--- src/design/ftbo_pkg.sv ---
// Shared types, constants and blend arithmetic for the front-to-back over compositor.
// Used by ftbo_ctrl, ftbo_dp and front_to_back_over_compositor_core; depends on nothing.

package ftbo_pkg;

  // Accumulation store geometry (depth is a power of two; addresses wrap)
  localparam int STORE_DEPTH = 65536;
  localparam int ADDR_W      = (STORE_DEPTH > 1) ? $clog2(STORE_DEPTH) : 1;

  // Item field widths
  localparam int IN_ADDR_W  = 16;
  localparam int PIX_W      = 32;
  localparam int CH_W       = 8;
  localparam int NUM_CH     = 4;
  localparam int S_TDATA_W  = 48;
  localparam int M_TDATA_W  = 32;
  localparam int PROD_W     = 2 * CH_W;

  localparam logic [CH_W-1:0] CH_MAX = 8'd255;

  // Controller states
  typedef enum logic [3:0] {
    S_IDLE = 4'b0001,
    S_READ = 4'b0010,
    S_CALC = 4'b0100,
    S_DONE = 4'b1000
  } state_t;

  // Controller to datapath commands
  typedef struct packed {
    logic accept;  // latch input item, start store read
    logic mul;     // capture stored pixel and channel products
    logic fin;     // divide, add, saturate into result register
    logic commit;  // write store, load output register
  } cmd_t;

  // Datapath to controller status
  typedef struct packed {
    logic out_free;  // output register empty or being drained
  } status_t;

  // floor(p / 255) for p <= 255*255, via reciprocal form (p + (p >> 8) + 1) >> 8
  function automatic logic [CH_W-1:0] div255(input logic [PROD_W-1:0] p);
    logic [PROD_W:0] t;
    t = {1'b0, p} + {{(CH_W+1){1'b0}}, p[PROD_W-1:CH_W]} + {{PROD_W{1'b0}}, 1'b1};
    return t[PROD_W-1:CH_W];
  endfunction

  // front + quotient, saturated at 255
  function automatic logic [CH_W-1:0] sat_add(input logic [CH_W-1:0] f,
                                              input logic [CH_W-1:0] q);
    logic [CH_W:0] s;
    s = {1'b0, f} + {1'b0, q};
    return s[CH_W] ? CH_MAX : s[CH_W-1:0];
  endfunction

endpackage

--- src/design/ftbo_ctrl.sv ---
// Controller state machine for the compositor: sequences read, multiply, finish, commit.
// Depends on ftbo_pkg.

module ftbo_ctrl (
  input  logic              clk,
  input  logic              rst,
  input  logic              in_valid,
  output logic              in_ready,
  input  ftbo_pkg::status_t status,
  output ftbo_pkg::cmd_t    cmd
);

  ftbo_pkg::state_t state, state_next;

  // Decode commands from state
  always_comb begin
    in_ready   = (state == ftbo_pkg::S_IDLE);
    cmd.accept = in_ready && in_valid;
    cmd.mul    = (state == ftbo_pkg::S_READ);
    cmd.fin    = (state == ftbo_pkg::S_CALC);
    cmd.commit = (state == ftbo_pkg::S_DONE) && status.out_free;
  end

  // Next state
  always_comb begin
    state_next = state;
    case (state)
      ftbo_pkg::S_IDLE: begin
        if (in_valid) state_next = ftbo_pkg::S_READ;
      end
      ftbo_pkg::S_READ: state_next = ftbo_pkg::S_CALC;
      ftbo_pkg::S_CALC: state_next = ftbo_pkg::S_DONE;
      ftbo_pkg::S_DONE: begin
        if (status.out_free) state_next = ftbo_pkg::S_IDLE;
      end
      default: state_next = ftbo_pkg::S_IDLE;
    endcase
  end

  // State register
  always_ff @(posedge clk) begin
    if (rst) begin
      state <= ftbo_pkg::S_IDLE;
    end else begin
      state <= state_next;
    end
  end

  // An accepted item runs read, then multiply, then finish, then waits to commit
  a_accept_then_mul: assert property (@(posedge clk) disable iff (rst)
    cmd.accept |=> cmd.mul) else $error("accept not followed by multiply step");
  a_mul_then_fin: assert property (@(posedge clk) disable iff (rst)
    cmd.mul |=> cmd.fin) else $error("multiply not followed by finish step");
  a_no_accept_while_busy: assert property (@(posedge clk) disable iff (rst)
    (cmd.mul || cmd.fin) |-> !cmd.accept) else $error("item accepted while busy");

endmodule

--- config.mk ---
export PLATFORM = sky130hd
export DESIGN_NAME = ftbo_ctrl
export DESIGN_NICKNAME = d
export VERILOG_FILES = /design/src/design/ftbo_pkg.sv /design/src/design/ftbo_ctrl.sv
export SDC_FILE = /design/constraint.sdc
export NUM_CORES = 1
export LEC_CHECK = 0
export ABC_AREA = 0
export BUFFER_PORTS_ARGS = -buffer_cell sky130_fd_sc_hd__buf_4
export CAP_MARGIN = 25
export CORE_AREA = 4 4 41 43
export DETAILED_ROUTE_END_ITERATION = 8
export DIE_AREA = 0 0 45 47
export GPL_ROUTABILITY_DRIVEN = 0
export HOLD_SLACK_MARGIN = 0.12
export PLACE_DENSITY = 0.4
export RECOVER_POWER = 100
export SETUP_SLACK_MARGIN = 0.5
export SLEW_MARGIN = 20
export SYNTH_ARGS = -nofsm -noshare
export SYNTH_HDL_FRONTEND = slang
export SYNTH_SLANG_ARGS = --single-unit
--- constraint.sdc ---
create_clock -name clk -period 3.3 [get_ports clk]
set_clock_uncertainty 0.05 [all_clocks]
set_input_delay 0.165 -clock clk [delete_from_list [all_inputs] [get_ports clk]]
set_output_delay 0.165 -clock clk [all_outputs]
set_load 0.1 [all_outputs]
==> Word-level counts from Yosys, hierarchy flattened <==
Cells that the tools add are included.
{ "totals": {"reg_bits": 4, "inputBits": 4, "output_inout_bits": 5, "wordCells": 13} }
{ "op_classes": {"n_eq_ne": 6, "n_mux": 3, "reduce_logical": 3} }
{ "ops": {"columns": ["op", "count"], "rows": [
  ["$pmux 4 s4", 1],
  ["$mux 4", 2],
  ["$eq 4x1->1 const B", 1],
  ["$eq 4x2->1 const B", 1],
  ["$eq 4x3->1 const B", 1],
  ["$eq 4x4->1 const B", 1],
  ["$ne 2x2->1 const B", 2],
  ["$logic_and 1x1->1", 2],
  ["$reduce_and 2->1", 1]
]} }

==> Depth between registers and ports, before layout <==
{ "depth": {"ltp_word": 3, "mapped_depth": 3, "mapped_depth_nobuf": 3} }

==> Worst setup path after synthesis <==
OpenSTA, ideal clock, no wires.
{ "synth_path": {"path_type": "reg2out", "start": "reg state[0]", "end": "out cmd[3] in the netlist's numbering", "t_arrival_ns": 3.086, "required_ns": 3.085, "setup_slack_ns": -0.001, "path_stages_with_launch": 3, "n_path_buf": 0, "path_cell_list": "dfxtp_1 -> nor4b_2 -> and2_1"} }
{ "synth_rtl": {"columns": ["element", "line_no", "source"], "rows": [
  ["start, declared", "ftbo_ctrl.sv:13", "ftbo_pkg::state_t state, state_next;"],
  ["start signal, assigned", "ftbo_ctrl.sv:43", "state <= ftbo_pkg::S_IDLE;"],
  ["start signal, assigned", "ftbo_ctrl.sv:45", "state <= state_next;"],
  ["end, declared", "ftbo_ctrl.sv:10", "output ftbo_pkg::cmd_t cmd"]
]} }

==> summary.md <==
| Metric | Value |
|---|---|
| Crit-path cells | nor4b_1 > and2_1 > clkbuf_1 |
| Count of buffers from port buffering | 8 |
| Die Span X | 45 um |
| Slew @ Worst Pin | 1.165 ns |
| Initial DRT Pass Iterations | 4 |
| Die height | 47 um |
| Number of remaining DRC errors | 0 |
| R2R Path Start | state[0] |
| CTS tree | done |
| Normalized max-slew margin | 22.67% |
| Run status | finished, final reports clean |
| I/O pins | 9 |
| First-pass GRT wire length | 738 um |
| Register area | 80.08 um^2 |
| CP Buf/Inv Count | 1 |
| Antenna violations before repair | 0 |
| Post-CTS sizing | 0 |
| Multi-input gate area | 103.9 um^2 |
| # setup viols final | 0 |
| Post-synthesis sequential area ratio | 39.26% |
| Fmax | 435.7 MHz |
| DIE AREA | 2115 um^2 |
| Final Max Slew Viols | 0 |
| DR vias | 201 |
| Worst min-delay path endpoint | state[1] |
| Std-Cell Rows | 13 |
| DRT iter0 DRCs | 3 |
| Maximum buffer depth of the clock tree | 2 |
| Top FF cell, synth | dfxtp_1 |
| Delay-heaviest family, CP | buffers and inverters |
| Util after Layout | 21.25% |
| Top reg by flops | state |
| Hold depth | 2 |
| Slowest stage cell, crit path | clkbuf_1 |
| Minimum setup slack among reg-to-reg paths | 2.03 ns |
| CP Depth | 3 |
| Mapped cell area | 203.9 um^2 |
| Post-Synthesis Cells | 21 |
| RSZ-0062 raised after global routing | false |
| Post-DRT Antenna Nets | 0 |
| PD cells | 540.6 nW/um^2 |
| Root buffer cell | clkbuf_4 |
| Setup bufs post-CTS | 0 |
| Leakage | 0.1021 nW |
| Detail Placement HPWL | 363.8 um |
| Ys async rst share | 0% |
| Area contributors post-synth | dfxtp_1 39%, nor4b_2 15%, nor3b_1 7.4% |
| Top flop regs | state (4) |
| Vias in the first global route | 178 |
| R2R Path End | state[0] |
| Library cells used by synthesis | 14 |
| Worst min-delay path category | in -> reg |
| Most instantiated cells after synthesis | 4 x dfxtp_1, 2 x nor2_1, 2 x nor2b_1, 2 x nor3b_1, 2 x nor4b_2 |
| Slowest stage delay, CP | 0.86 ns |
| Via-to-Cell Ratio | 4.277 |
| Yosys warns | 0 |
| Critical Path Source Type | flop |
| Total gr overflow | 0 |
| WP data required | 3.08 ns |
| Clock transition at path regs | 0.04 ns |
| Hold WS | 0.1714 ns |
| Post-synth net total | 25 |
| Max Cap Viol | 0 |
| # hold bufs at CTS | 1 |
| Total power | 0.1495 mW |
| Share of cells above drive strength 1 | 18.75% |
| Number of flops mapped to enable cells by yosys | 0 |
| Most area-hungry cell type in the Yosys netlist | dfxtp_1 |
| H-tree levels | 1 |
| Worst setup EP type | output pin |
| CP Class | reg -> out |
| Final Hold Viols | 0 |
| Crit-path max FO | 6 |
| Initial core utilization | 15.67% |
| Worst skew pair latency | 0.23 ns |
| Period Utilization, post-route | 69.55% |
| Ant. Diodes | 0 |
| GRT Resource Usage Total | 5.222% |
| Worst r2r path cells | 3 |
| Setup TNS | 0 ns |
| Maximum vdd drop | 0.1609 mV |
| Most frequent cell after synthesis | dfxtp_1 |
| Avg WL per Cell | 10.28 um |
| Routed WL | 483 um |
| CTS sink cnt | 4 |
| Mean Syn Cell Area | 9.712 um^2 |
| Post-synth top area share | 39.26% |
| Worst Path Arrival | 2.08 ns |
| CTS Buf Count | 3 |
| Final min period | 2.295 ns |
| Start point of the worst hold path | in_valid |
| Flops & latches, synth | 4 |
| Largest register FFs | 4 |
| Area Overhead vs Synth | 35.58% |
| Final Net Count | 38 |
| Fillers | 161 |
| Core footprint | 1301 um^2 |
| Pin count of the biggest net entering global routing | 8 |
[area by class of cell]
type,instances,share of cell area (%)
clock buffer,3,8.145
multi-input combinational,16,37.56
sequential,4,28.96
tap,15,6.787
timing repair buffer,9,18.55
[layout by cell type (no fill, tap or decap)]
master / count
a31oi_1: 1
and2_1: 1
and3b_1: 1
buf_4: 3
clkbuf_1: 5
clkbuf_4: 3
dfxtp_1: 4
dlygate4sd3_1: 1
nand3b_1: 1
nor2_1: 2
nor2b_1: 2
nor3_1: 1
nor3b_1: 2
nor4_1: 1
nor4b_1: 2
o21ai_0: 1
or3_1: 1
[routing by layer]
layer	part of all wire (%)	wire length, um	GRT usage, %	vias up
li1	-	-	-	99
met1	44	212	6.164	93
met2	44	214	6.780	9
met3	12	56	1.149	0
met4	0	0	7.018	0
met5	0	0	0	-
[cells by family after synthesis]
family                 after synthesis  synth area share, %
buffers and inverters                1                3.682
flip-flops                           4                39.27
AO/OA/AOI/OAI                        2                5.521
AND/OR/NAND/NOR                     14                51.54
[worst max path at each step]
stage	from	endpoint	slack [ns]
floorplan	state[3]	cmd[0]	0.53
global placement	state[2]	cmd[1]	1.90
detailed placement	state[2]	cmd[1]	1.90
CTS	state[2]	cmd[1]	1.62
global route	state[0]	cmd[3]	0.87
finish	state[0]	cmd[3]	1.00
[per-stage QoR]
step / instances / setup slack (ns) / cell area [um^2]
6_report: 47 / 1.005 / 276.5
5_1_grt: 47 / 0.8726 / 276.5
4_1_cts: 47 / 1.625 / 316.6
3_5_place_dp: 43 / 1.895 / 284.0
3_3_place_gp: 43 / 1.904 / 284.0
2_1_floorplan: 21 / 0.5349 / 212.7
[where the power goes]
| part | internal, mW | leakage, nW | switching, mW |
|---|---|---|---|
| combinational | 0.00785 | 0.0556 | 0.0284 |
| sequential | 0.0507 | 0.0327 | 0.00316 |
| clock | 0.0406 | 0.0138 | 0.0188 |
| total | 0.0991 | 0.102 | 0.0503 |
(Power assumes the default switching activity.)
